===== src/sv/rbfw_pkg.sv =====
// Shared constants, register indexes and types of the rectangle boundary weight block.
package rbfw_pkg;

  localparam int RBFW_COORD_WIDTH      = 32;
  localparam int RBFW_WEIGHT_FRAC_BITS = 16;
  localparam int RBFW_QUEUE_DEPTH      = 8;
  localparam int RBFW_CFG_INDEX_W      = 3;
  localparam int RBFW_CFG_DATA_W       = 32;

  localparam logic [RBFW_CFG_INDEX_W-1:0] REG_CORNER_A_X       = 3'd0;
  localparam logic [RBFW_CFG_INDEX_W-1:0] REG_CORNER_A_Z       = 3'd1;
  localparam logic [RBFW_CFG_INDEX_W-1:0] REG_CORNER_B_X       = 3'd2;
  localparam logic [RBFW_CFG_INDEX_W-1:0] REG_CORNER_B_Z       = 3'd3;
  localparam logic [RBFW_CFG_INDEX_W-1:0] REG_FEATHER_FRACTION = 3'd4;

  typedef struct packed {
    logic in_rect;
    logic full;
  } rbfw_flags_t;

endpackage


===== src/sv/rbfw_queue.sv =====
// Short queue that decouples the classification pipeline from the divider.
module rbfw_queue import rbfw_pkg::*; #(
  parameter int COORD_WIDTH = RBFW_COORD_WIDTH,
  parameter int QUEUE_DEPTH = RBFW_QUEUE_DEPTH
) (
  input  logic                    clk,
  input  logic                    rst,
  input  logic                    push,
  input  rbfw_flags_t             push_flags,
  input  logic [COORD_WIDTH-1:0]  push_mind,
  input  logic [COORD_WIDTH-1:0]  push_feather,
  input  logic                    pop,
  output logic                    empty,
  output rbfw_flags_t             rd_flags,
  output logic [COORD_WIDTH-1:0]  rd_mind,
  output logic [COORD_WIDTH-1:0]  rd_feather
);

  localparam int PTR_W = (QUEUE_DEPTH > 1) ? $clog2(QUEUE_DEPTH) : 1;
  localparam int CNT_W = $clog2(QUEUE_DEPTH + 1);

  rbfw_flags_t              flags_q   [QUEUE_DEPTH];
  logic [COORD_WIDTH-1:0]   mind_q    [QUEUE_DEPTH];
  logic [COORD_WIDTH-1:0]   feather_q [QUEUE_DEPTH];
  logic [PTR_W-1:0]         wr_ptr, rd_ptr;
  logic [CNT_W-1:0]         count;

  assign empty      = (count == '0);
  assign rd_flags   = flags_q[rd_ptr];
  assign rd_mind    = mind_q[rd_ptr];
  assign rd_feather = feather_q[rd_ptr];

  always_ff @(posedge clk) begin
    if (push) begin
      flags_q[wr_ptr]   <= push_flags;
      mind_q[wr_ptr]    <= push_mind;
      feather_q[wr_ptr] <= push_feather;
    end
  end

  always_ff @(posedge clk) begin
    if (rst) begin
      wr_ptr <= '0;
      rd_ptr <= '0;
      count  <= '0;
    end else begin
      if (push) begin
        wr_ptr <= (wr_ptr == PTR_W'(QUEUE_DEPTH - 1)) ? '0 : wr_ptr + 1'b1;
      end
      if (pop) begin
        rd_ptr <= (rd_ptr == PTR_W'(QUEUE_DEPTH - 1)) ? '0 : rd_ptr + 1'b1;
      end
      if (push && !pop) begin
        count <= count + 1'b1;
      end else if (!push && pop) begin
        count <= count - 1'b1;
      end
    end
  end

`ifndef SYNTHESIS
  a_no_overflow: assert property (@(posedge clk) disable iff (rst)
    push |-> (count < CNT_W'(QUEUE_DEPTH)) || pop)
    else $error("queue: write while full");

  a_no_underflow: assert property (@(posedge clk) disable iff (rst)
    pop |-> !empty)
    else $error("queue: read while empty");
`endif

endmodule


===== config.mk =====
export PLATFORM = sky130hd
export DESIGN_NAME = rbfw_queue
export DESIGN_NICKNAME = d
export VERILOG_FILES = /design/src/sv/rbfw_pkg.sv /design/src/sv/rbfw_queue.sv
export SDC_FILE = /design/constraint.sdc
export NUM_CORES = 1
export LEC_CHECK = 0
export BUFFER_PORTS_ARGS = -buffer_cell sky130_fd_sc_hd__buf_2
export CAP_MARGIN = 5
export CORE_ASPECT_RATIO = 1.75
export CORE_UTILIZATION = 40
export CTS_BUF_LIST = sky130_fd_sc_hd__clkbuf_8
export DETAILED_ROUTE_END_ITERATION = 8
export PLACE_DENSITY_LB_ADDON = 0.2
export SYNTH_ARGS = -nofsm -noshare
export SYNTH_HDL_FRONTEND = slang
export SYNTH_SLANG_ARGS = --single-unit

===== constraint.sdc =====
create_clock -name clk -period 15.2 [get_ports clk]
set_input_delay 1.52 -clock clk [delete_from_list [all_inputs] [get_ports clk]]
set_output_delay 1.52 -clock clk [all_outputs]
set_load 0.05 [all_outputs]

======== Word level (Yosys, flattened, before mapping) ========
Memories as Yosys holds them, arrays and structs flattened. A register that Yosys moved wholly into a read port is not among the register bits.
Cells that the tools add are included.
storage, ports and cells
  bits in writable memories ............... 528
  flip-flop bits (word level) ............. 10
  memories ................................ 3
memories
  name       depth  bits a word  read ports  clocked after memory_dff  wr ports  RTL line          text
  feather_q  8      32           1           1                         1         rbfw_queue.sv:24  logic [COORD_WIDTH-1:0] feather_q [QUEUE_DEPTH];
  mind_q     8      32           1           1                         1         rbfw_queue.sv:23  logic [COORD_WIDTH-1:0] mind_q [QUEUE_DEPTH];
  flags_q    8      2            1           1                         1         rbfw_queue.sv:22  rbfw_flags_t flags_q [QUEUE_DEPTH];
cells by class
  reduce and logical (&&, ||, !) cells .... 6
  add/subtract/negate cells ............... 4
  multiplexer cells ....................... 12
  eq/ne operators ......................... 2
operator list
  cell                                              number
  2-to-1 mux 3 bit                                  8
  2-to-1 mux 4 bit                                  2
  adder 3 x 1 -> 3 bit, second input constant       2
  equality test 3 bit, second input constant        2
  adder 4 x 1 -> 4 bit, second input constant       1
  zero test 4 bit                                   1
  subtractor 4 x 1 -> 4 bit, second input constant  1
  logical AND 1 bit                                 2
  zero test 1 bit                                   2
  2-to-1 mux 1 bit                                  2
  nonzero test 2 bit                                1

======== Longest topological paths before layout ========
  word-level depth ........................ 4
  mapped depth ............................ 8
  gate-level depth less buffers ........... 8

======== Least setup slack after synthesis ========
OpenSTA, ideal clock, no wires.
  path kind ............................... input to register
  start ................................... in push
  end ..................................... mem feather_q[0][0] in the netlist's numbering (enable)
  path slack .............................. 8.529 ns
  stages on the path ...................... 2
  required time ........................... 14.629 ns
  arrival ................................. 6.100 ns
  path through ............................ nand2b_1 -> nor3_1
on the way
  word-level cells in the longest chain between the ends .. 2
ends and longest elaborated chain
  item                                    RTL line          text
  start: declaration                      rbfw_queue.sv:8   input logic push,
  2-to-1 mux 1 bit                        rbfw_queue.sv:34  if (push) begin
  2-to-1 mux 1 bit (implied by the code)  rbfw_queue.sv:37  feather_q[wr_ptr] <= push_feather;
  end: declaration                        rbfw_queue.sv:24
No other way between the ends.

==> flow_summary.ini <==
[clocking]
root_buffer = clkbuf_8
cts_buffers = 79
hold_buffers = 0
cts-resized-gates = 0
clk_pin_slew_ns = 0.06
cts_tree = done
cts_buffer_depth = 3
post_cts_buffers = 0
insertion_delay_ns = 0.62
cts_sinks = 541
htreeDepth = 3

[setup_path]
cp_slowest_cell = buf_4
path_buf_inv = 2
reg2reg_from = wr_ptr[2]$_SDFFE_PP0P_
end_kind = output port
worstPathArrival_ns = 3.56
path_delay_family = buffers and inverters
required_ns = 13.68
cp-start-kind = register
slowest_delay_ns = 0.96
cp_cell_sequence = buf_4 > mux4_2 > mux2_2 > buf_2
crit_type = register to output port
rrSetupSlack_ns = 12.68
rr_endpoint = feather_q[2][26]$_DFFE_PP_
reg2reg_depth = 3
worst-path-max-fanout = 74

[die]
die_x_um = 172.8
coreArea_um2 = 50460
rows = 109
initial_core_util_pct = 40.49
die_y_um = 301.0
die_area_um2 = 52020
ioPinCount = 137

[worst_hold_path]
min_path_type = register to register
worstHoldStart = rd_ptr[0]$_SDFFE_PP0P_
hold_depth = 2

[place]
dp_hpwl_um = 21170
port_buffers = 136
routabilityCongestion = 0.6694
place_ws_ns = 10.65
placed_area_um2 = 21920
dp_cells = 1615

[sta]
fmax_mhz = 196.7
finClkSkew_ns = 0.02101
setup_violations = 0
slew_viol_final = 0
period_share_pct = 33.44
rsz0062_at_grt = no
setup_tns_ns = 0
fin_crit_ns = 5.083
worst_pin_slew_ns = 1.145
layout_setup_ws_ns = 10.12
hold_slack_ns = 0.5417
relSlewSlack_pct = 23.65
hold_violations = 0

[yosys]
synth_top_family_by_area = multiplexers
syn-mean-instance-area_um2 = 24.47
muxShareOfSynthArea_pct = 18.44
synth_compound_gate_area_share_pct = 0.1898
synth_area_leaders = edfxtp_1 78%, mux4_2 15%, mux2_2 3.7%
yosysWarnings = 0
mappedNetlistNets = 913
synth-simple-area-share_pct = 0.7226
synth-seq-cells = 541
synthAdderAreaFrac_pct = 0.5266
ys_types = 25
synthCells = 835
yosys.area.top_type_share_pct = 77.60
ys_seq_area_share_pct = 78.87
post-synth-top-area-cell = edfxtp_1
synth-xor-area-share_pct = 0.08573
synth_area_um2 = 20430

[power_and_ir_drop]
p_leak_nw = 7.570
clkPwrFrac_pct = 36.5
p_per_area_nw_per_um2 = 132.2
pwr-share-seq_pct = 54.4
power.share.combinational_pct = 9.1
vdd_drop_max_uv = 75.57
switchingPower_w = 0.0007310
p_sw_share_pct = 23.55
p_int_w = 0.002372

[flow_run]
drv_cap = 0

[final_layout]
drive_gt1_share_pct = 42.96
mostFrequentLayoutCell = edfxtp_1
finalInstanceArea_um2 = 23480
nets = 1108
final_cell_mix = 528 x edfxtp_1, 136 x buf_2, 132 x mux4_2, 84 x clkbuf_8, 67 x mux2_2
final_cells = 1763
syn_to_final_growth_pct = 14.90

[drt]
wl_um = 40980
drt-wirelength-per-cell_um = 23.24
drc_errors = 0
firstDrtPassIters = 4
vias = 9096
vias_per_cell = 5.159
drtAntennaViolNets = 0
drt_iter0_markers = 576

[grt]
grt_overflow = 0
grt_pass1_wl_um = 61000
grt_max_degree = 117
grt_use_total_pct = 16.06
grt_pass1_vias = 9947
antenna_found_initial = 9

[status]
outcome = finished, final reports clean
registers in the layout, indices dropped and copies added (netlist names), named ones only:
register and flops:
feather_q 256, flags_q 16, rd_ptr 3, wr_ptr 3, count 4, mind_q 256
power by group through the flow:
stage	Sequential [W]	Combinational, W	Clock (W)
final	0.00169	0.000283	0.00113
after global routing	0.00169	0.000301	0.00123
after CTS	0.00169	0.000290	0.00117
after detailed placement	0.00172	0.000289	0
after global placement	0.00172	0.000287	0
after floorplan	0.00171	0.000213	0
metal layers:
metal,track usage (%),part of all wire [%],vias up
li1,-,-,3957
met1,18.90,40,4840
met2,28.62,53,223
met3,3.687,4.8,66
met4,5.921,1.9,10
met5,0,0.16,-
kinds of logic (layout without fill, tap and decap cells):
kind of cell,count (synthesis),count (layout)
xor+xnor,2,2
simple gates,33,33
fa+ha+maj,8,8
compound gates,7,7
mux,203,203
flops,541,541
buf+inv,41,300
other cells,0,3
through the flow:
| step | utilization (%) | total power [W] |
|---|---|---|
| floorplan | - | 0.001928 |
| global placement | 43.44 | 0.002007 |
| detailed placement | 43.44 | 0.002010 |
| CTS | 46.51 | 0.003147 |
| global route | 46.52 | 0.003220 |
| finish | 46.52 | 0.003103 |
worst max-delay path by stage:
stage | start | end | cells past startpoint
floorplan | push | feather_q[0][0]$_DFFE_PP_ | 2
global placement | register | rd_feather[19] | 4
detailed placement | register | rd_feather[31] | 4
CTS | register | rd_feather[31] | 4
global route | register | rd_mind[16] | 4
finish | register | rd_mind[15] | 4
tightest hold or removal path: cells and delay by family (launching register included):
| family | cells | cell delay [ns] |
|---|---|---|
| flip-flops | 1 | 0.33 |
| AND/OR/NAND/NOR | 1 | 0.05 |
| AO/OA/AOI/OAI | 1 | 0.12 |
area by class of cell:
type,count,area (um^2)
Sequential cell,541,16130
Timing Repair Buffer,153,820.8
Fill cell,4259,26980
Clock inverter,61,390.4
Antenna cell,3,7.507
Tap cell,666,833.3
Inverter,2,7.507
Multi-Input combinational cell,253,4134
Clock buffer,84,1156
synth_stat cells (all sizes together):
library cell	n
mux4	132
nand2b	4
buf	23
ha	7
nor4	1
a21oi	5
a31oi	1
edfxtp	528
nand3	1
nand3b	1
inv	2
xnor2	1
fa	1
nand2	3
dfxtp	13
mux2	67
mux2i	4
nor3	3
nor2	19
xor2	1
clkbuf	16
a211oi	1
nor2b	1
(Power assumes the default switching activity.)
