## src/sv/rbfw_pkg.sv

```systemverilog
// Shared constants, register indexes and types of the rectangle boundary weight block.
package rbfw_pkg;

  localparam int RBFW_COORD_WIDTH      = 32;
  localparam int RBFW_WEIGHT_FRAC_BITS = 16;
  localparam int RBFW_QUEUE_DEPTH      = 8;
  localparam int RBFW_CFG_INDEX_W      = 3;
  localparam int RBFW_CFG_DATA_W       = 32;

  localparam logic [RBFW_CFG_INDEX_W-1:0] REG_CORNER_A_X       = 3'd0;
  localparam logic [RBFW_CFG_INDEX_W-1:0] REG_CORNER_A_Z       = 3'd1;
  localparam logic [RBFW_CFG_INDEX_W-1:0] REG_CORNER_B_X       = 3'd2;
  localparam logic [RBFW_CFG_INDEX_W-1:0] REG_CORNER_B_Z       = 3'd3;
  localparam logic [RBFW_CFG_INDEX_W-1:0] REG_FEATHER_FRACTION = 3'd4;

  typedef struct packed {
    logic in_rect;
    logic full;
  } rbfw_flags_t;

endpackage

```

## src/sv/rbfw_if.sv

```systemverilog


interface rbfw_result_if import rbfw_pkg::*; #(
  parameter int WEIGHT_FRAC_BITS = RBFW_WEIGHT_FRAC_BITS
);
  logic                        valid;
  logic                        ready;
  logic [WEIGHT_FRAC_BITS:0]   weight;
  logic                        inside_res;

  modport source (output valid, output weight, output inside_res, input ready);
  modport sink (input valid, input weight, input inside_res, output ready);
endinterface


```

## src/sv/rbfw_back.sv

```systemverilog
// Back end: pipelined restoring divider, one quotient bit a stage, and the result register.
module rbfw_back import rbfw_pkg::*; #(
  parameter int COORD_WIDTH      = RBFW_COORD_WIDTH,
  parameter int WEIGHT_FRAC_BITS = RBFW_WEIGHT_FRAC_BITS
) (
  input  logic                    clk,
  input  logic                    rst,
  input  logic                    empty,
  input  rbfw_flags_t             rd_flags,
  input  logic [COORD_WIDTH-1:0]  rd_mind,
  input  logic [COORD_WIDTH-1:0]  rd_feather,
  output logic                    pop,
  rbfw_result_if.source           result
);

  localparam int CW  = COORD_WIDTH;
  localparam int QW  = WEIGHT_FRAC_BITS;
  localparam int FW  = QW + 1;
  localparam int NST = QW + 1;
  localparam logic [FW-1:0] FULL = FW'(1 << QW);

  logic              en;
  logic              st_valid   [NST];
  rbfw_flags_t       st_flags   [NST];
  logic [CW-1:0]     st_r       [NST];
  logic [CW-1:0]     st_feather [NST];
  logic [QW-1:0]     st_q       [NST];
  logic [CW:0]       step_r2    [NST];
  logic              step_ge    [NST];
  logic              out_valid;
  logic [FW-1:0]     out_weight;
  logic              out_inside;

  // The whole back end moves together whenever the result register can take a new value.
  assign en  = !out_valid || result.ready;
  assign pop = en && !empty;

  always_comb begin
    for (int k = 0; k < NST; k++) begin
      step_r2[k] = {st_r[k], 1'b0};
      step_ge[k] = step_r2[k] >= {1'b0, st_feather[k]};
    end
  end

  always_ff @(posedge clk) begin
    if (rst) begin
      for (int k = 0; k < NST; k++) begin
        st_valid[k] <= 1'b0;
      end
      out_valid <= 1'b0;
    end else if (en) begin
      st_valid[0] <= pop;
      for (int k = 1; k < NST; k++) begin
        st_valid[k] <= st_valid[k-1];
      end
      out_valid <= st_valid[NST-1];
    end
  end

  always_ff @(posedge clk) begin
    if (en) begin
      st_flags[0]   <= rd_flags;
      st_r[0]       <= rd_mind;
      st_feather[0] <= rd_feather;
      st_q[0]       <= '0;
      for (int k = 1; k < NST; k++) begin
        st_flags[k]   <= st_flags[k-1];
        st_feather[k] <= st_feather[k-1];
        st_r[k]       <= step_ge[k-1] ? CW'(step_r2[k-1] - {1'b0, st_feather[k-1]})
                                      : step_r2[k-1][CW-1:0];
        st_q[k]       <= {st_q[k-1][QW-2:0], step_ge[k-1]};
      end
      out_inside <= st_flags[NST-1].in_rect;
      if (!st_flags[NST-1].in_rect) begin
        out_weight <= '0;
      end else if (st_flags[NST-1].full) begin
        out_weight <= FULL;
      end else begin
        out_weight <= {1'b0, st_q[NST-1]};
      end
    end
  end

  assign result.valid      = out_valid;
  assign result.weight     = out_weight;
  assign result.inside_res = out_inside;

`ifndef SYNTHESIS
  a_divider_range: assert property (@(posedge clk) disable iff (rst)
    st_valid[0] && st_flags[0].in_rect && !st_flags[0].full |-> st_r[0] < st_feather[0])
    else $error("back: dividend not below feather length");

  a_weight_bound: assert property (@(posedge clk) disable iff (rst)
    result.valid |-> result.weight <= FULL)
    else $error("back: weight above full scale");

  a_outside_zero: assert property (@(posedge clk) disable iff (rst)
    result.valid && !result.inside_res |-> result.weight == '0)
    else $error("back: outside point with non-zero weight");
`endif

endmodule

```

## src/flat_wrapper.sv

```systemverilog
// flat-port wrapper written by rule: the top's interface ports become plain ports
module rbfw_back_flat import rbfw_pkg::*;
#(
  parameter int COORD_WIDTH      = RBFW_COORD_WIDTH,
  parameter int WEIGHT_FRAC_BITS = RBFW_WEIGHT_FRAC_BITS
)
  (clk, rst, empty, rd_flags, rd_mind, rd_feather, pop, result_valid, result_weight, result_inside_res, result_ready);
  rbfw_result_if #(.WEIGHT_FRAC_BITS(WEIGHT_FRAC_BITS)) result_i ();
  input  logic clk;
  input  logic rst;
  input  logic empty;
  input  rbfw_flags_t rd_flags;
  input  logic [COORD_WIDTH-1:0] rd_mind;
  input  logic [COORD_WIDTH-1:0] rd_feather;
  output logic pop;
  output wire logic [$bits(result_i.valid)-1:0] result_valid;
  output wire logic [$bits(result_i.weight)-1:0] result_weight;
  output wire logic [$bits(result_i.inside_res)-1:0] result_inside_res;
  input wire logic [$bits(result_i.ready)-1:0] result_ready;
  assign result_valid = result_i.valid;
  assign result_weight = result_i.weight;
  assign result_inside_res = result_i.inside_res;
  assign result_i.ready = result_ready;
  rbfw_back #(.COORD_WIDTH(COORD_WIDTH), .WEIGHT_FRAC_BITS(WEIGHT_FRAC_BITS)) u_core (.clk(clk), .rst(rst), .empty(empty), .rd_flags(rd_flags), .rd_mind(rd_mind), .rd_feather(rd_feather), .pop(pop), .result(result_i));
endmodule
```

## config.mk

```make
export PLATFORM = sky130hd
export DESIGN_NAME = rbfw_back_flat
export DESIGN_NICKNAME = d
export VERILOG_FILES = /design/src/sv/rbfw_pkg.sv /design/src/sv/rbfw_if.sv /design/src/sv/rbfw_back.sv /design/src/flat_wrapper.sv
export SDC_FILE = /design/constraint.sdc
export NUM_CORES = 2
export LEC_CHECK = 0
export BUFFER_PORTS_ARGS = -buffer_cell sky130_fd_sc_hd__clkbuf_2
export CORE_UTILIZATION = 54
export CTS_CLUSTER_SIZE = 16
export DETAILED_ROUTE_END_ITERATION = 16
export HOLD_SLACK_MARGIN = 0.08
export PLACE_DENSITY = 0.76
export SKIP_CTS_REPAIR_TIMING = 1
export SYNTH_ARGS = -nofsm -noshare
export SYNTH_HDL_FRONTEND = slang
export SYNTH_SLANG_ARGS = --single-unit
```

## constraint.sdc

```tcl
create_clock -name clk -period 63 [get_ports clk]
set_input_delay 9.45 -clock clk [delete_from_list [all_inputs] [get_ports clk]]
set_output_delay 9.45 -clock clk [all_outputs]
set_load 0.01 [all_outputs]
```

## Word level (Yosys, flattened, before mapping)

Memories as Yosys holds them, arrays and structs flattened. A register that Yosys moved wholly into a read port is not among the register bits.
Cells that the tools add are included.

- Add/subtract/negate cells: 16
- Multiply operators: 0
- Divide/modulo/power cells: 0
- Magnitude comparators: 16
- Equality and inequality tests: 0
- Shift operators: 0
- Mux-type cells: 40
- Bitwise operators: 18
- Reductions and logical operators: 5

Operator list:

| cell | number |
|---|---|
| $ge A33 B32 Y1 | 16 |
| $mux W32 | 16 |
| $sub A32 B32 Y32 | 16 |
| $mux W1 | 23 |
| $mux W17 | 1 |
| $or A1 B1 Y1 | 17 |
| $logic_not A1 Y1 | 2 |
| $reduce_or A2 Y1 | 1 |
| $logic_and A1 B1 Y1 | 1 |
| $logic_or A1 B1 Y1 | 1 |
| $not A1 Y1 | 1 |

- Register bits after elaboration: 18
- Latch bits: 0
- RAM bits: 1411
- Memory bits (read-only): 0
- Input port bits: 70
- Output and inout port bits: 20
- Logic and storage cells: 103
- Memories: 5

Memories:

| memory | depth | bits a word | rd ports | clocked after Yosys merged registers in | wr ports | line | text |
|---|---|---|---|---|---|---|---|
| u_core.st_feather | 17 | 32 | 16 | 0 | 17 | rbfw_back.sv:26 | `logic [CW-1:0] st_feather [NST];` |
| u_core.st_r | 17 | 32 | 16 | 0 | 17 | rbfw_back.sv:25 | `logic [CW-1:0] st_r [NST];` |
| u_core.st_q | 17 | 16 | 17 | 0 | 17 | rbfw_back.sv:27 | `logic [QW-1:0] st_q [NST];` |
| u_core.st_flags | 17 | 2 | 17 | 0 | 17 | rbfw_back.sv:24 | `rbfw_flags_t st_flags [NST];` |
| u_core.st_valid | 17 | 1 | 17 | 1 | 17 | rbfw_back.sv:23 | `logic st_valid [NST];` |

## Depth between registers and ports, before layout

- Depth in word-level cells: 6
- Gate-level depth with buffers: 16
- Gate-level depth less buffers: 13

## Worst setup path before layout

No wires, ideal clock.

- Path kind: input -> register
- Start point: in result_ready
- End point: reg u_core.out_inside (netlist: u_core.result.inside_res) (read register of u_core.st_flags), enable pin
- Library setup time: 1547 ps
- Arrival: 32874 ps
- Required time: 61453 ps
- Path slack: 28579 ps
- Cell stages on the path: 2
- Path buffers: 0
- Path through: nor2b_1 inv_1

- Longest elaborated chain between the ends: 1

RTL lines:

| element | line | text |
|---|---|---|
| start, declared | flat_wrapper.sv:19 | `input wire logic [$bits(result_i.ready)-1:0] result_ready;` |
| $logic_or A1 B1 Y1 | rbfw_back.sv:35 | `assign en = !out_valid \|\| result.ready;` |
| end, declared | rbfw_back.sv:32 | `logic out_inside;` |

No other way between the ends.
A chain may end at the register's enable or synchronous reset.

## Final worst setup path

- Start point: in result_ready
- End point: out pop

- Longest elaborated chain between the ends: 2

RTL lines:

| element | line | text |
|---|---|---|
| $logic_or A1 B1 Y1 | rbfw_back.sv:35 |  |
| $logic_and A1 B1 Y1 | rbfw_back.sv:36 | `assign pop = en && !empty;` |
| end, declared | flat_wrapper.sv:15 | `output logic pop;` |

No other way between the ends.

==> results.txt <==
----------------------------------------------------
[Status]
  Result of the run ... finished, final reports clean

[Clock tree]
  Clk Latency, worst-skew pair ... 0.77 ns
  Clock-pin slew reported for the worst setup and hold paths after clock tree synthesis ... ~0.060 ns
  Maximum clock insertion buffer count ... 3
  Clk sink count ... 1230
  Inserted Clock Buffers ... 138
  Clock tree from TritonCTS ... done
  Count of H-tree levels built during CTS ... 4
  Clock root buffer ... sky130_fd_sc_hd__clkbuf_16

[Global route]
  Global-route wire length before repair ... 230000 um
  Number of antenna violations at the first check in global routing ... 3
  Vias in the first global route ... 46800
  Maximum number of pins on one net before global-route repair ... 122
  Aggregate global-route resource usage ... 0.222
  GR Overflow Total ... 0

[Place]
  Dpl hpwl ... about 110000 um
  Number of I/O port buffers ... 89
  DP Area ... 71400 um2
  Pre-CTS setup slack ... 43.30 ns
  RePlAce Congestion ... 0.962

[Worst setup path]
  Highest fanout seen on the critical path ... 6
  Data arrival, critical path ... 10.26 ns
  Nature of the critical path endpoint ... output port
  Worst setup path category ... in2out
  Reg2reg start ... u_core.st_r[0][384]
  Crit start category ... input pin
  Critical Path RT ... roughly 54 ns
  Number of cell instances on the worst register-to-register path ... 11
  Reg-to-reg slack, setup ... 58.06 ns
  Endpoint of the lowest-slack register-to-register path ... u_core.st_r[0][444]

[Synth]
  Synthesized instance count ... between 6000 and 7000
  Part of the Yosys area used for sequential elements ... 0.533
  Number of flip-flops and latches in the synthesized netlist ... 1230
  Share of flip-flops with an asynchronous set or reset ... 0
  Post-Synthesis Net Count ... approximately 6700
  Number of enable-type register cells in the synthesized netlist ... 1229
  Synthesized cell area ... slightly below 70000 um2
  Count of warnings emitted by yosys ... 0
  Count of cell types in the netlist ... 98
  Syn_area_per_cell ... 11.3 um2
  Most used flip-flop cell after synthesis ... sky130_fd_sc_hd__edfxtp_1

[Timing]
  Max Slew Vio Count ... 0
  Worst hold margin ... 0.405 ns
  Worst slew margin relative to its limit ... 0.211
  Crit share post-route ... 0.313
  RSZ-0062 raised after global routing ... false
  Worst slew pin tran ... 1.18 ns
  Endpoints failing setup ... 0
  Achievable frequency ... between 50 and 60 MHz
  Final min period ... about 20 ns
  Final setup skew ... roughly 0.023 ns
  Number of hold violations in the final report ... 0
  Sum Neg Setup Slack ... 0 ns
  Final worst slack ... 43.29 ns

[Final layout]
  Area growth from synthesis to layout ... 9.52%
  Post-route cell area ... 75800 um2
  Final #Nets ... 6827
  Antenna diodes ... 0
  Leading cell type in the layout, fill and taps excluded ... sky130_fd_sc_hd__edfxtp_1
  Layout cells sized above 1 ... 0.0888
  Top library cells by usage in the layout, fill and taps aside ... sky130_fd_sc_hd__edfxtp_1, sky130_fd_sc_hd__inv_1, sky130_fd_sc_hd__a21oi_1

[Floorplan]
  Die span in x ... 360 um
  Starting density of the core ... 0.544
  Placeable core region ... 127000 um2
  Die Outline Area ... about 130000 um2
  I/O pin total ... 90
  Total number of placement rows ... 131
  Die height ... 360 um

[Routing]
  Via density ... around 5.7
  Vias post-DR ... approximately 46000
  DR DRC count ... 0
  ANT nets after route ... 0
  Starting DRT DRC Count ... 2585
  Total length of routed wires ... 144000 um
  Router iterations before antenna repair ... 6
  Wire length per cell after detailed routing ... ~18 um

[Power and ir drop]
  Overall power consumption ... 3.93 mW
  Peak supply drop ... 0.0304 mV
  Ratio of total power to cell area ... 51.8 nW/um2
  Standby leakage power ... approximately 32 nW

[Worst hold path]
  Cell count of the worst hold path ... 0
  Tightest Hold Check Type ... reg2reg
  Worst hold path endpoint ... u_core.st_q[0][186]
  Origin of the worst min-delay path ... u_core.st_q[0][169]

[Flow run]
  Number of maximum-capacitance violations ... 0

----------------------------------------------------
==> per-layer routing <==
layer  wire length [um]  vias to the layer above  GRT usage
met4              10900                        0      0.161
met2              79400                     1048      0.442
met5                  0                        -          0
met3               4340                      513     0.0307
li1                   -                    22600          -
met1              49300                    21400      0.199
==> cell type report <==
cell class	instances	area [um2]
Tap cell	1662	2080
Sequential cell	1230	36900
Fill cell	10100	51500
Timing Repair Buffer	123	701
Clock inverter	78	882
Multi-Input combinational cell	4122	29300
Clock buffer	172	3580
Inverter	616	2320
==> worst max-delay path by stage <==
stage | startpoint | endpoint | slack, ns | cells after the start
finish | result_ready | pop | 43.29 | 4
global route | result_ready | pop | 43.20 | 4
CTS | result_ready | pop | 43.29 | 4
detailed placement | result_ready | pop | 43.30 | 4
global placement | result_ready | pop | 43.28 | 4
floorplan | result_ready | u_core.result.inside_res | 28.58 | 2
==> registers in the layout, indices dropped and copies added, names as in the netlist <==
signal,count
u_core.st_feather,512
u_core.result.weight,17
u_core.st_flags,34
u_core.st_r,512
u_core.st_valid,17
u_core.result.inside_res,1
u_core.result.valid,1
u_core.st_q,136
==> stage by stage <==
stage                      util  std cells
after floorplan               -       6128
after global placement    0.560       7753
after detailed placement  0.560       7753
after CTS                 0.595       8003
after global routing      0.595       8003
final                     0.595       8003
==> cells by family after synthesis <==
kind of cell / synth area share
DFF: 0.533
buffers and inverters: 0.0440
xor gates and xnor gates: 0.0521
and+or+nand+nor: 0.0925
adders and majority gates: 0.0967
AOI/OAI and AO/OA: 0.147
muxes: 0.0341
==> Yosys cell counts (all sizes together) (15+ instances only) <==
library cell | instances | area, um2
a211oi | 52 | 390
a21boi | 21 | 158
a21o | 229 | 1720
a21oi | 535 | 2690
a221oi | 16 | 140
a31oi | 57 | 357
and2 | 62 | 388
and3 | 44 | 277
and4 | 24 | 210
buf | 40 | 229
clkbuf | 118 | 463
edfxtp | 1229 | 36900
fa | 15 | 300
ha | 511 | 6390
inv | 616 | 2310
mux2 | 196 | 2310
nand2 | 433 | 1630
nand2b | 60 | 375
nand3 | 94 | 475
nand4 | 70 | 438
nor2 | 346 | 1300
nor2b | 70 | 438
nor3 | 64 | 320
nor4 | 20 | 131
o211ai | 27 | 203
o21a | 69 | 518
o21ai | 397 | 1990
o21bai | 59 | 443
o31ai | 38 | 290
or3 | 21 | 131
xnor2 | 222 | 1940
xor2 | 190 | 1660
==> where the power goes <==
part	switching (mW)	total, mW	internal (mW)	leakage [nW]
combinational	1.02	1.79	0.771	16.9
clock	0.331	0.785	0.454	2.15
sequential	0.112	1.35	1.24	13.0
==> critical path, stage by stage <==
cell	delay [ns]
sky130_fd_sc_hd__clkbuf_2	0.08
sky130_fd_sc_hd__nor2b_1	0.50
sky130_fd_sc_hd__nor2_1	0.08
sky130_fd_sc_hd__clkbuf_2	0.15
Note: power is estimated with default switching activity, not from simulation.
