`src/sv/rbfw_pkg.sv`:
```
// Shared constants, register indexes and types of the rectangle boundary weight block.
package rbfw_pkg;

  localparam int RBFW_COORD_WIDTH      = 32;
  localparam int RBFW_WEIGHT_FRAC_BITS = 16;
  localparam int RBFW_QUEUE_DEPTH      = 8;
  localparam int RBFW_CFG_INDEX_W      = 3;
  localparam int RBFW_CFG_DATA_W       = 32;

  localparam logic [RBFW_CFG_INDEX_W-1:0] REG_CORNER_A_X       = 3'd0;
  localparam logic [RBFW_CFG_INDEX_W-1:0] REG_CORNER_A_Z       = 3'd1;
  localparam logic [RBFW_CFG_INDEX_W-1:0] REG_CORNER_B_X       = 3'd2;
  localparam logic [RBFW_CFG_INDEX_W-1:0] REG_CORNER_B_Z       = 3'd3;
  localparam logic [RBFW_CFG_INDEX_W-1:0] REG_FEATHER_FRACTION = 3'd4;

  typedef struct packed {
    logic in_rect;
    logic full;
  } rbfw_flags_t;

endpackage

```
`src/sv/rbfw_if.sv`:
```
// Handshake interfaces for the point, result and configuration channels.
interface rbfw_point_if import rbfw_pkg::*; #(
  parameter int COORD_WIDTH = RBFW_COORD_WIDTH
);
  logic                           valid;
  logic                           ready;
  logic signed [COORD_WIDTH-1:0]  point_x;
  logic signed [COORD_WIDTH-1:0]  point_z;

  modport source (output valid, output point_x, output point_z, input ready);
  modport sink (input valid, input point_x, input point_z, output ready);
endinterface


interface rbfw_cfg_if import rbfw_pkg::*; #(
  parameter int DATA_W = RBFW_CFG_DATA_W
);
  logic                         valid;
  logic                         ready;
  logic [RBFW_CFG_INDEX_W-1:0]  index;
  logic [DATA_W-1:0]            data;

  modport source (output valid, output index, output data, input ready);
  modport sink (input valid, input index, input data, output ready);
endinterface

```
`src/sv/rbfw_front.sv`:
```
// Front end: configuration registers, point classification and feather length pipeline.
module rbfw_front import rbfw_pkg::*; #(
  parameter int COORD_WIDTH      = RBFW_COORD_WIDTH,
  parameter int WEIGHT_FRAC_BITS = RBFW_WEIGHT_FRAC_BITS,
  parameter int QUEUE_DEPTH      = RBFW_QUEUE_DEPTH
) (
  input  logic                    clk,
  input  logic                    rst,
  rbfw_point_if.sink              point,
  rbfw_cfg_if.sink                cfg,
  input  logic                    pop,
  output logic                    push,
  output rbfw_flags_t             push_flags,
  output logic [COORD_WIDTH-1:0]  push_mind,
  output logic [COORD_WIDTH-1:0]  push_feather
);

  localparam int CW    = COORD_WIDTH;
  localparam int DW    = CW + 1;
  localparam int FW    = WEIGHT_FRAC_BITS + 1;
  localparam int PW    = DW + FW;
  localparam int CNT_W = $clog2(QUEUE_DEPTH + 1);
  localparam logic [FW-1:0] FULL = FW'(1 << WEIGHT_FRAC_BITS);

  logic signed [CW-1:0] corner_a_x, corner_a_z, corner_b_x, corner_b_z;
  logic [FW-1:0]        feather_fraction;
  logic [CNT_W-1:0]     credit;
  logic                 accept;

  // Stage 1: ordered corners and the query point.
  logic                 s1_valid;
  logic signed [CW-1:0] s1_px, s1_pz, s1_x_lo, s1_x_hi, s1_z_lo, s1_z_hi;
  logic [FW-1:0]        s1_frac;
  logic                 a_lt_b_x, a_lt_b_z;
  logic [FW-1:0]        frac_sat;

  // Stage 2: edge distances and sides.
  logic                 s2_valid, s2_inside;
  logic [DW-1:0]        s2_d0, s2_d1, s2_d2, s2_d3, s2_sx, s2_sz;
  logic [FW-1:0]        s2_frac;

  // Stage 3: shorter side and partial minima.
  logic                 s3_valid, s3_inside;
  logic [DW-1:0]        s3_side, s3_m01, s3_m23;
  logic [FW-1:0]        s3_frac;

  // Stage 4: feather product and smallest distance.
  logic                 s4_valid, s4_inside;
  logic [PW-1:0]        s4_prod;
  logic [DW-1:0]        s4_mind;
  logic [DW-1:0]        feather;

  assign cfg.ready = 1'b1;

  always_ff @(posedge clk) begin
    if (rst) begin
      corner_a_x       <= '0;
      corner_a_z       <= '0;
      corner_b_x       <= '0;
      corner_b_z       <= '0;
      feather_fraction <= '0;
    end else if (cfg.valid) begin
      case (cfg.index)
        REG_CORNER_A_X:       corner_a_x       <= cfg.data[CW-1:0];
        REG_CORNER_A_Z:       corner_a_z       <= cfg.data[CW-1:0];
        REG_CORNER_B_X:       corner_b_x       <= cfg.data[CW-1:0];
        REG_CORNER_B_Z:       corner_b_z       <= cfg.data[CW-1:0];
        REG_FEATHER_FRACTION: feather_fraction <= cfg.data[FW-1:0];
        default: ;
      endcase
    end
  end

  // Credit covers every transaction taken in and not yet popped by the back end.
  assign point.ready = (credit < CNT_W'(QUEUE_DEPTH));
  assign accept      = point.valid && point.ready;

  always_ff @(posedge clk) begin
    if (rst) begin
      credit <= '0;
    end else if (accept && !pop) begin
      credit <= credit + 1'b1;
    end else if (!accept && pop) begin
      credit <= credit - 1'b1;
    end
  end

  assign a_lt_b_x = corner_a_x < corner_b_x;
  assign a_lt_b_z = corner_a_z < corner_b_z;
  assign frac_sat = (feather_fraction > FULL) ? FULL : feather_fraction;

  always_ff @(posedge clk) begin
    if (rst) begin
      s1_valid <= 1'b0;
      s2_valid <= 1'b0;
      s3_valid <= 1'b0;
      s4_valid <= 1'b0;
    end else begin
      s1_valid <= accept;
      s2_valid <= s1_valid;
      s3_valid <= s2_valid;
      s4_valid <= s3_valid;
    end
  end

  always_ff @(posedge clk) begin
    s1_px   <= point.point_x;
    s1_pz   <= point.point_z;
    s1_x_lo <= a_lt_b_x ? corner_a_x : corner_b_x;
    s1_x_hi <= a_lt_b_x ? corner_b_x : corner_a_x;
    s1_z_lo <= a_lt_b_z ? corner_a_z : corner_b_z;
    s1_z_hi <= a_lt_b_z ? corner_b_z : corner_a_z;
    s1_frac <= frac_sat;

    s2_inside <= !(s1_px < s1_x_lo || s1_px > s1_x_hi || s1_pz < s1_z_lo || s1_pz > s1_z_hi);
    s2_d0     <= {s1_px[CW-1], s1_px} - {s1_x_lo[CW-1], s1_x_lo};
    s2_d1     <= {s1_x_hi[CW-1], s1_x_hi} - {s1_px[CW-1], s1_px};
    s2_d2     <= {s1_pz[CW-1], s1_pz} - {s1_z_lo[CW-1], s1_z_lo};
    s2_d3     <= {s1_z_hi[CW-1], s1_z_hi} - {s1_pz[CW-1], s1_pz};
    s2_sx     <= {s1_x_hi[CW-1], s1_x_hi} - {s1_x_lo[CW-1], s1_x_lo};
    s2_sz     <= {s1_z_hi[CW-1], s1_z_hi} - {s1_z_lo[CW-1], s1_z_lo};
    s2_frac   <= s1_frac;

    s3_inside <= s2_inside;
    s3_side   <= (s2_sx < s2_sz) ? s2_sx : s2_sz;
    s3_m01    <= (s2_d1 < s2_d0) ? s2_d1 : s2_d0;
    s3_m23    <= (s2_d3 < s2_d2) ? s2_d3 : s2_d2;
    s3_frac   <= s2_frac;

    s4_inside <= s3_inside;
    s4_prod   <= {{FW{1'b0}}, s3_side} * {{DW{1'b0}}, s3_frac};
    s4_mind   <= (s3_m23 < s3_m01) ? s3_m23 : s3_m01;
  end

  // The feather length is at most half the shorter side, so it fits the coordinate width,
  // as does any distance below it.
  assign feather            = s4_prod[PW-1:FW];
  assign push               = s4_valid;
  assign push_flags.in_rect = s4_inside;
  assign push_flags.full    = (feather == '0) || (s4_mind >= feather);
  assign push_mind          = s4_mind[CW-1:0];
  assign push_feather       = feather[CW-1:0];

`ifndef SYNTHESIS
  a_credit_bound: assert property (@(posedge clk) disable iff (rst)
    credit <= CNT_W'(QUEUE_DEPTH))
    else $error("front: credit count above queue depth");

  a_push_has_credit: assert property (@(posedge clk) disable iff (rst)
    (credit == '0) |-> !push)
    else $error("front: queue write with no transaction outstanding");
`endif

endmodule

```
`src/flat_wrapper.sv`:
```
// flat-port wrapper written by rule: the top's interface ports become plain ports
module rbfw_front_flat import rbfw_pkg::*;
#(
  parameter int COORD_WIDTH      = RBFW_COORD_WIDTH,
  parameter int WEIGHT_FRAC_BITS = RBFW_WEIGHT_FRAC_BITS,
  parameter int QUEUE_DEPTH      = RBFW_QUEUE_DEPTH
)
  (clk, rst, pop, push, push_flags, push_mind, push_feather, point_valid, point_point_x, point_point_z, point_ready, cfg_valid, cfg_index, cfg_data, cfg_ready);
  rbfw_point_if #(.COORD_WIDTH(COORD_WIDTH)) point_i ();
  rbfw_cfg_if cfg_i ();
  input  logic clk;
  input  logic rst;
  input  logic pop;
  output logic push;
  output rbfw_flags_t push_flags;
  output logic [COORD_WIDTH-1:0] push_mind;
  output logic [COORD_WIDTH-1:0] push_feather;
  input wire logic [$bits(point_i.valid)-1:0] point_valid;
  input wire logic [$bits(point_i.point_x)-1:0] point_point_x;
  input wire logic [$bits(point_i.point_z)-1:0] point_point_z;
  output wire logic [$bits(point_i.ready)-1:0] point_ready;
  input wire logic [$bits(cfg_i.valid)-1:0] cfg_valid;
  input wire logic [$bits(cfg_i.index)-1:0] cfg_index;
  input wire logic [$bits(cfg_i.data)-1:0] cfg_data;
  output wire logic [$bits(cfg_i.ready)-1:0] cfg_ready;
  assign point_i.valid = point_valid;
  assign point_i.point_x = point_point_x;
  assign point_i.point_z = point_point_z;
  assign point_ready = point_i.ready;
  assign cfg_i.valid = cfg_valid;
  assign cfg_i.index = cfg_index;
  assign cfg_i.data = cfg_data;
  assign cfg_ready = cfg_i.ready;
  rbfw_front #(.COORD_WIDTH(COORD_WIDTH), .WEIGHT_FRAC_BITS(WEIGHT_FRAC_BITS), .QUEUE_DEPTH(QUEUE_DEPTH)) u_core (.clk(clk), .rst(rst), .point(point_i), .cfg(cfg_i), .pop(pop), .push(push), .push_flags(push_flags), .push_mind(push_mind), .push_feather(push_feather));
endmodule
```
`config.mk`:
```
export PLATFORM = sky130hd
export DESIGN_NAME = rbfw_front_flat
export DESIGN_NICKNAME = d
export VERILOG_FILES = /design/src/sv/rbfw_pkg.sv /design/src/sv/rbfw_if.sv /design/src/sv/rbfw_front.sv /design/src/flat_wrapper.sv
export SDC_FILE = /design/constraint.sdc
export NUM_CORES = 2
export LEC_CHECK = 0
export BUFFER_PORTS_ARGS = -buffer_cell sky130_fd_sc_hd__buf_2
export CORE_ASPECT_RATIO = 1.1
export CORE_MARGIN = 2
export CORE_UTILIZATION = 40
export DETAILED_ROUTE_END_ITERATION = 12
export PLACE_DENSITY = 0.56
export SLEW_MARGIN = 10
export SYNTH_ARGS = -nofsm -noshare
export SYNTH_HDL_FRONTEND = slang
export SYNTH_SLANG_ARGS = --single-unit
```
`constraint.sdc`:
```
create_clock -name clk -period 5.91 [get_ports clk]
set_input_delay 0.8865 -clock clk [delete_from_list [all_inputs] [get_ports clk]]
set_output_delay 0.8865 -clock clk [all_outputs]
set_load 0.005 [all_outputs]
```
=== Word-level counts from Yosys, hierarchy flattened ===
Index checks and enable logic that the tools add are counted.

* Word-level logic and storage cells: 87
* Register bits: 779

* Add/sub/neg operators: 8
* Reduce and logical (&&, ||, !) cells: 18
* Order comparisons: 13
* $mul: 1
* Equal/unequal tests: 4
* Muxes and demuxes: 10

{| class="wikitable"
|+ Operators by type and width
! cell !! number
|-
| $sub 32x32->33 || 6
|-
| $lt 33x33->1 || 4
|-
| $mux 33 || 4
|-
| $lt 32x32->1 || 4
|-
| $mux 32 || 4
|-
| $gt 32x32->1 || 2
|-
| $mul 33x17->50 || 1
|-
| $ge 33x33->1 || 1
|-
| $logic_not 33->1 || 1
|-
| $gt 17x17->1 const B || 1
|-
| $reduce_and 2->1 || 5
|-
| $mux 4 || 2
|-
| $eq 3x2->1 const B || 2
|-
| $add 4x1->4 const B || 1
|-
| $logic_or 1x1->1 || 4
|-
| $lt 4x4->1 const B || 1
|-
| $sub 4x1->4 const B || 1
|-
| $eq 3x1->1 const B || 1
|-
| $eq 3x3->1 const B || 1
|-
| $logic_and 1x1->1 || 3
|-
| $logic_not 1->1 || 3
|-
| $logic_not 3->1 || 1
|-
| $reduce_bool 2->1 || 1
|}

=== Depth between registers and ports, before layout ===
* Depth in word-level cells: 6
* Gate-level depth with buffers: 26
* Mapped depth without buffers: 25

=== Worst setup path after synthesis ===
No wires, ideal clock.

* Kind: register -> register
* Start point: register u_core.s3_side[7]
* End point: register u_core.s4_prod[40]
* Library setup time: 0.072 ns
* Buffers on the path: 1
* Cell stages (with the launch flop): 26
* Path slack: -0.395 ns
* Data arrival time: 6.233 ns
* Path through: dfxtp_1 -> clkbuf_1 -> nand2_1 -> fa_1 -> inv_1 -> fa_1 -> inv_1 -> fa_1 -> inv_1 -> fa_1 -> fa_1 -> inv_1 -> fa_1 -> inv_1 -> ha_1 -> a2111oi_0 -> o221ai_1 -> a21oi_1 -> o21a_1 -> a21o_1 -> a21oi_1 -> a21o_1 -> a21o_1 -> a41o_1 -> a21oi_1 -> xnor2_1

* Longest elaborated chain between the ends: 1

{| class="wikitable"
|+ Ends and longest elaborated chain
! element !! line !! RTL
|-
| start, declared || rbfw_front.sv:44 || <nowiki>logic [DW-1:0] s3_side, s3_m01, s3_m23;</nowiki>
|-
| start signal, assigned || rbfw_front.sv:125 || <nowiki>s3_side <= (s2_sx < s2_sz) ? s2_sx : s2_sz;</nowiki>
|-
| $mul 33x17->50 || rbfw_front.sv:131 || <nowiki>s4_prod <= {{FW{1'b0}}, s3_side} * {{DW{1'b0}}, s3_frac};</nowiki>
|-
| end signal, assigned || rbfw_front.sv:131 ||
|-
| end, declared || rbfw_front.sv:49 || <nowiki>logic [PW-1:0] s4_prod;</nowiki>
|}

Every way passes these cells.
A chain may end at the register's enable or synchronous reset.

=== Final worst setup path ===
* Start point: register u_core.s3_side[10]
* End point: register u_core.s4_prod[44]

The elaborated chain is that of the path after synthesis.

==> metrics.md <==
| Metric | Value |
|---|---|
| Mapped Nets | between 7000 and 8000 |
| Core Util, Final | a little under half |
| Met1 usage | between 20% and 30% |
| CP Data Required Time | 6.47 ns |
| Count of cell types in the netlist | between 70 and 80 |
| R2r setup slk | -0.16 ns |
| Depth of the most critical reg-to-reg path | 23 |
| Slew headroom | a little over a fifth |
| Pwr/cell area | 330.8 mW/mm2 |
| Sequential Power Share | a little over a third |
| Die Ht | around 390 um |
| RSZ-0062 raised after global routing | yes |
| Max IR drop VDD | approximately 0.00026 V |
| Post-DP HPWL | approximately 130000 um |
| Slew @ Worst Pin | around 1.2 ns |
| Clk buf depth | 3 |
| Worst Hold Path Cells | 1 |
| Switching power | 7.522 mW |
| Number of remaining DRC errors | 0 |
| Core area | ~0.13 mm2 |
| Largest net degree at the start of global routing | 100 |
| Crit-path max FO | 13 |
| Failing checks | negative setup slack |
| Worst Setup Start Kind | flip-flop |
| Number of synthesized flops with an enable pin | 0 |
| Remaining antenna violation count after routing | 0 |
| GRT Total Usage | approximately 22% |
| Final WL | roughly 150000 um |
| H-tree levels | 3 |
| First-pass GRT wire length | between 200000 and 250000 um |
| Critical path data arrival time | roughly 6.6 ns |
| Gpl congestion | about 0.93 |
| Clock slew at reported path FFs | ~0.06 ns |
| Tmin final | roughly 6.1 ns |
| Cts bufs inserted | 83 |
| Tcrit/Tclk final | 102.6% |
| I/O pins | about 170 |
| Total of max-cap violations | 0 |
| Slew Viols, Final | 0 |
| Fin worst setup slack | -0.1553 ns |
| Critical path class | flip-flop to flip-flop |
| FFs w/ async S/R, synth | 0% |
| Die X | between 300 and 400 um |
| Max stage delay on crit path | around 0.60 ns |
| CP cell instances | buf_4, buf_12, and2_1, fa_1, fa_1, fa_1, fa_1, fa_1, inv_1, fa_1, inv_1, ha_4, nand4_1, or3b_4, a21o_4, a21oi_4, a31oi_1, o21ai_1, buf_4, buf_4, buf_6, a21oi_2, xnor2_1 |
| GR Overflow Total | 0 |
| Clock share of power | between 20% and 30% |
| Vias in the first global route | a little over 40000 |
| Initial DRC Count | about 2100 |
| M2 GR Usage | just under 40% |
| Sequential fraction of the synthesis area | approximately 28% |
| Finish-stage setup viols | 13 |
| Vias/cell | 5.023 |
| Top cells by area, synth | dfxtp_1 28%, fa_1 17%, ha_1 13%, inv_1 6.5%, nand2_1 5.2% |
| Internal | between 10 and 15 mW |
| CTS Root Cell | clkbuf_16 |
| Die area | approximately 0.14 mm2 |
| Final hold slack | between 0.3 and 0.4 ns |
| Hold Crit Start | point_point_z[22] |
| Hold Crit Endpoint | u_core.s1_pz[22]$_DFF_P_ |
| Pleak | a little under 30 nW |
| Pre-antenna DRT Iters | 6 |
| HP Class | primary input to flip-flop |
| Top post-synthesis cells by count | 937 x inv_1, 762 x dfxtp_1, 757 x nand2_1, 544 x ha_1, 469 x fa_1 |
| Num rows | between 100 and 150 |
| CP Capture Type | flip-flop |
| Cell Area, Placed | between 0.05 and 0.06 mm2 |
| Final hold viol count | 0 |
| Most common cell in the netlist | inv_1 |
| #FFs+latches synth | approximately 760 |
| GRT busiest layer | met2 |
| Slowest cell on the critical path | fa_1 |
| Logic pwr share | between 30 and 40% |
| Vias | between 40000 and 50000 |
| Launching point of the worst reg2reg path | u_core.s3_side[10]$_DFF_P_ |
| Yosys top cell by area | dfxtp_1 |
| Warnings, synthesis | 0 |
| Post-Synthesis Cells | around 6000 |
| CTS tree | yes |
| Clock latency on the worst-skew pair | between 0.6 and 0.7 ns |
| Layout Nets | 7284 |
| Top cell type's share of synthesized area | about 28% |
| Final setup TNS | -1.247 ns |
| Syn_area_per_cell | 9.186 um2 |
| Status | finished with violations |
| Area growth syn-to-layout | 14.40% |
| Fillcell total | 13050 |
| FMAX | about 160 MHz |
| Met3 GRT Util | 2.422% |
| # hold bufs at CTS | 0 |
| Clock sink count | around 760 |
| Top FF cell, synth | dfxtp_1 |
| Clk_skew | 0.03377 ns |
| Initial Utilization | between 40% and 50% |
| Initial antenna violation count | 6 |
| Final Power | 20.54 mW |
| R2R Path End | u_core.s4_prod[44]$_DFF_P_ |
| Sw frac | a little over a third |
| Layout cells sized above 1 | roughly 16% |
| Finished Cell Area | a little over 0.06 mm2 |
| Mapped Area | between 0.05 and 0.06 mm2 |
| Avg WL per Cell | 19.02 um |
| Most frequent CP cell | fa_1 |
| IO Port Bufs | around 170 |
[registers in the layout, indices dropped and copies added, names as in the netlist, 33 cells and up]
signal,cells
u_core.s3_m23,33
u_core.s4_prod,33
u_core.s3_m01,33
u_core.s2_sz,33
u_core.s2_d1,33
u_core.s2_sx,33
u_core.s2_d2,33
u_core.s3_side,33
u_core.s2_d0,33
u_core.s2_d3,33
u_core.s4_mind,33
[cell type report]
type | count | area, um2 | share of cell area, %
Sequential cell | 762 | 15330 | 24.69
Inverter | 937 | 3517 | 5.665
Clock buffer | 110 | 2372 | 3.821
Antenna cell | 3 | 7.507 | 0.01209
Tap cell | 1787 | 2236 | 3.602
Clock inverter | 40 | 569.3 | 0.9170
Timing Repair Buffer | 439 | 3364 | 5.420
Multi-Input combinational cell | 3944 | 34690 | 55.87
[critical path, delay by kind of cell, from the launching register on]
kind | cells | cell delay [ns]
AOI/OAI and AO/OA | 5 | 0.80
xor gates and xnor gates | 1 | 0.11
adders and majority gates | 7 | 3.27
buffers and inverters | 7 | 0.77
DFF | 1 | 0.33
and+or+nand+nor | 3 | 0.67
[through the flow]
stage          worst slack, ns  cells
2_1_floorplan         -0.01528   5907
3_3_place_gp           -0.5602   7829
3_5_place_dp           -0.6170   7829
4_1_cts                -0.1842   8001
5_1_grt                -0.4178   8019
6_report               -0.1553   8022
[layout by cell type (no fill, tap or decap), types with 56 or more instances in the layout]
cell type / synthesis / final
ha_1: 544 / 532
and2_1: 235 / 221
nor2_1: 125 / 121
clkbuf_16: 0 / 88
nand3_1: 144 / 142
a21oi_1: 375 / 352
dfxtp_1: 762 / 733
nand2b_1: 57 / 56
nor2b_1: 68 / 68
buf_4: 66 / 200
fa_1: 469 / 445
inv_1: 937 / 915
mux2_2: 168 / 168
a21o_1: 171 / 170
mux2_4: 60 / 60
buf_2: 6 / 170
xnor2_1: 132 / 131
o21ai_0: 111 / 107
xor2_1: 61 / 61
nand2_1: 757 / 749
[worst max path at each step]
stage	start	to	slack, ns	depth (start not counted)
floorplan	u_core.s3_side[13]$_DFF_P_	u_core.s4_prod[40]$_DFF_P_	-0.02	23
finish	u_core.s3_side[10]$_DFF_P_	u_core.s4_prod[44]$_DFF_P_	-0.16	23
global placement	u_core.s3_frac[3]$_DFF_P_	u_core.s4_prod[49]$_DFF_P_	-0.56	23
CTS	u_core.s3_side[8]$_DFF_P_	u_core.s4_prod[45]$_DFF_P_	-0.18	22
detailed placement	u_core.s3_frac[3]$_DFF_P_	u_core.s4_prod[49]$_DFF_P_	-0.62	23
global route	u_core.s3_side[5]$_DFF_P_	u_core.s4_prod[46]$_DFF_P_	-0.42	23
[logic make-up after synthesis]
kind of cell | after synthesis | share of synthesized area [%]
other | 1 | 0.006911
flip-flops | 762 | 28.11
AO/OA/AOI/OAI | 937 | 11.13
adder cells (fa/ha/maj) | 1013 | 29.85
buffers and inverters | 1201 | 8.902
multiplexers | 233 | 5.262
XOR/XNOR | 193 | 3.115
AND/OR/NAND/NOR | 1567 | 13.63
[power by group through the flow]
stage	Sequential [mW]	Clock (mW)	Combinational, mW
final	7.18	5.55	7.80
after global routing	7.26	5.89	8.66
after CTS	7.17	5.70	7.75
after detailed placement	7.27	0	7.60
after global placement	7.26	0	7.54
after floorplan	6.68	0	5.11
[metal layers]
metal	vias to the layer above	wire, um
li1	19660	-
met1	19650	66300
met2	788	75720
met3	204	5803
met4	2	4715
met5	-	13
[what timing repair did]
| item | 4_1_cts | 5_1_grt |
|---|---|---|
| buffers inserted | 24 | 17 |
| pin swaps | 73 | 80 |
| cloned | 0 | 2 |
| setup endpoints to repair | 21 | 28 |
| resized for setup | 111 | 107 |
Note: power is estimated with default switching activity, not from simulation.
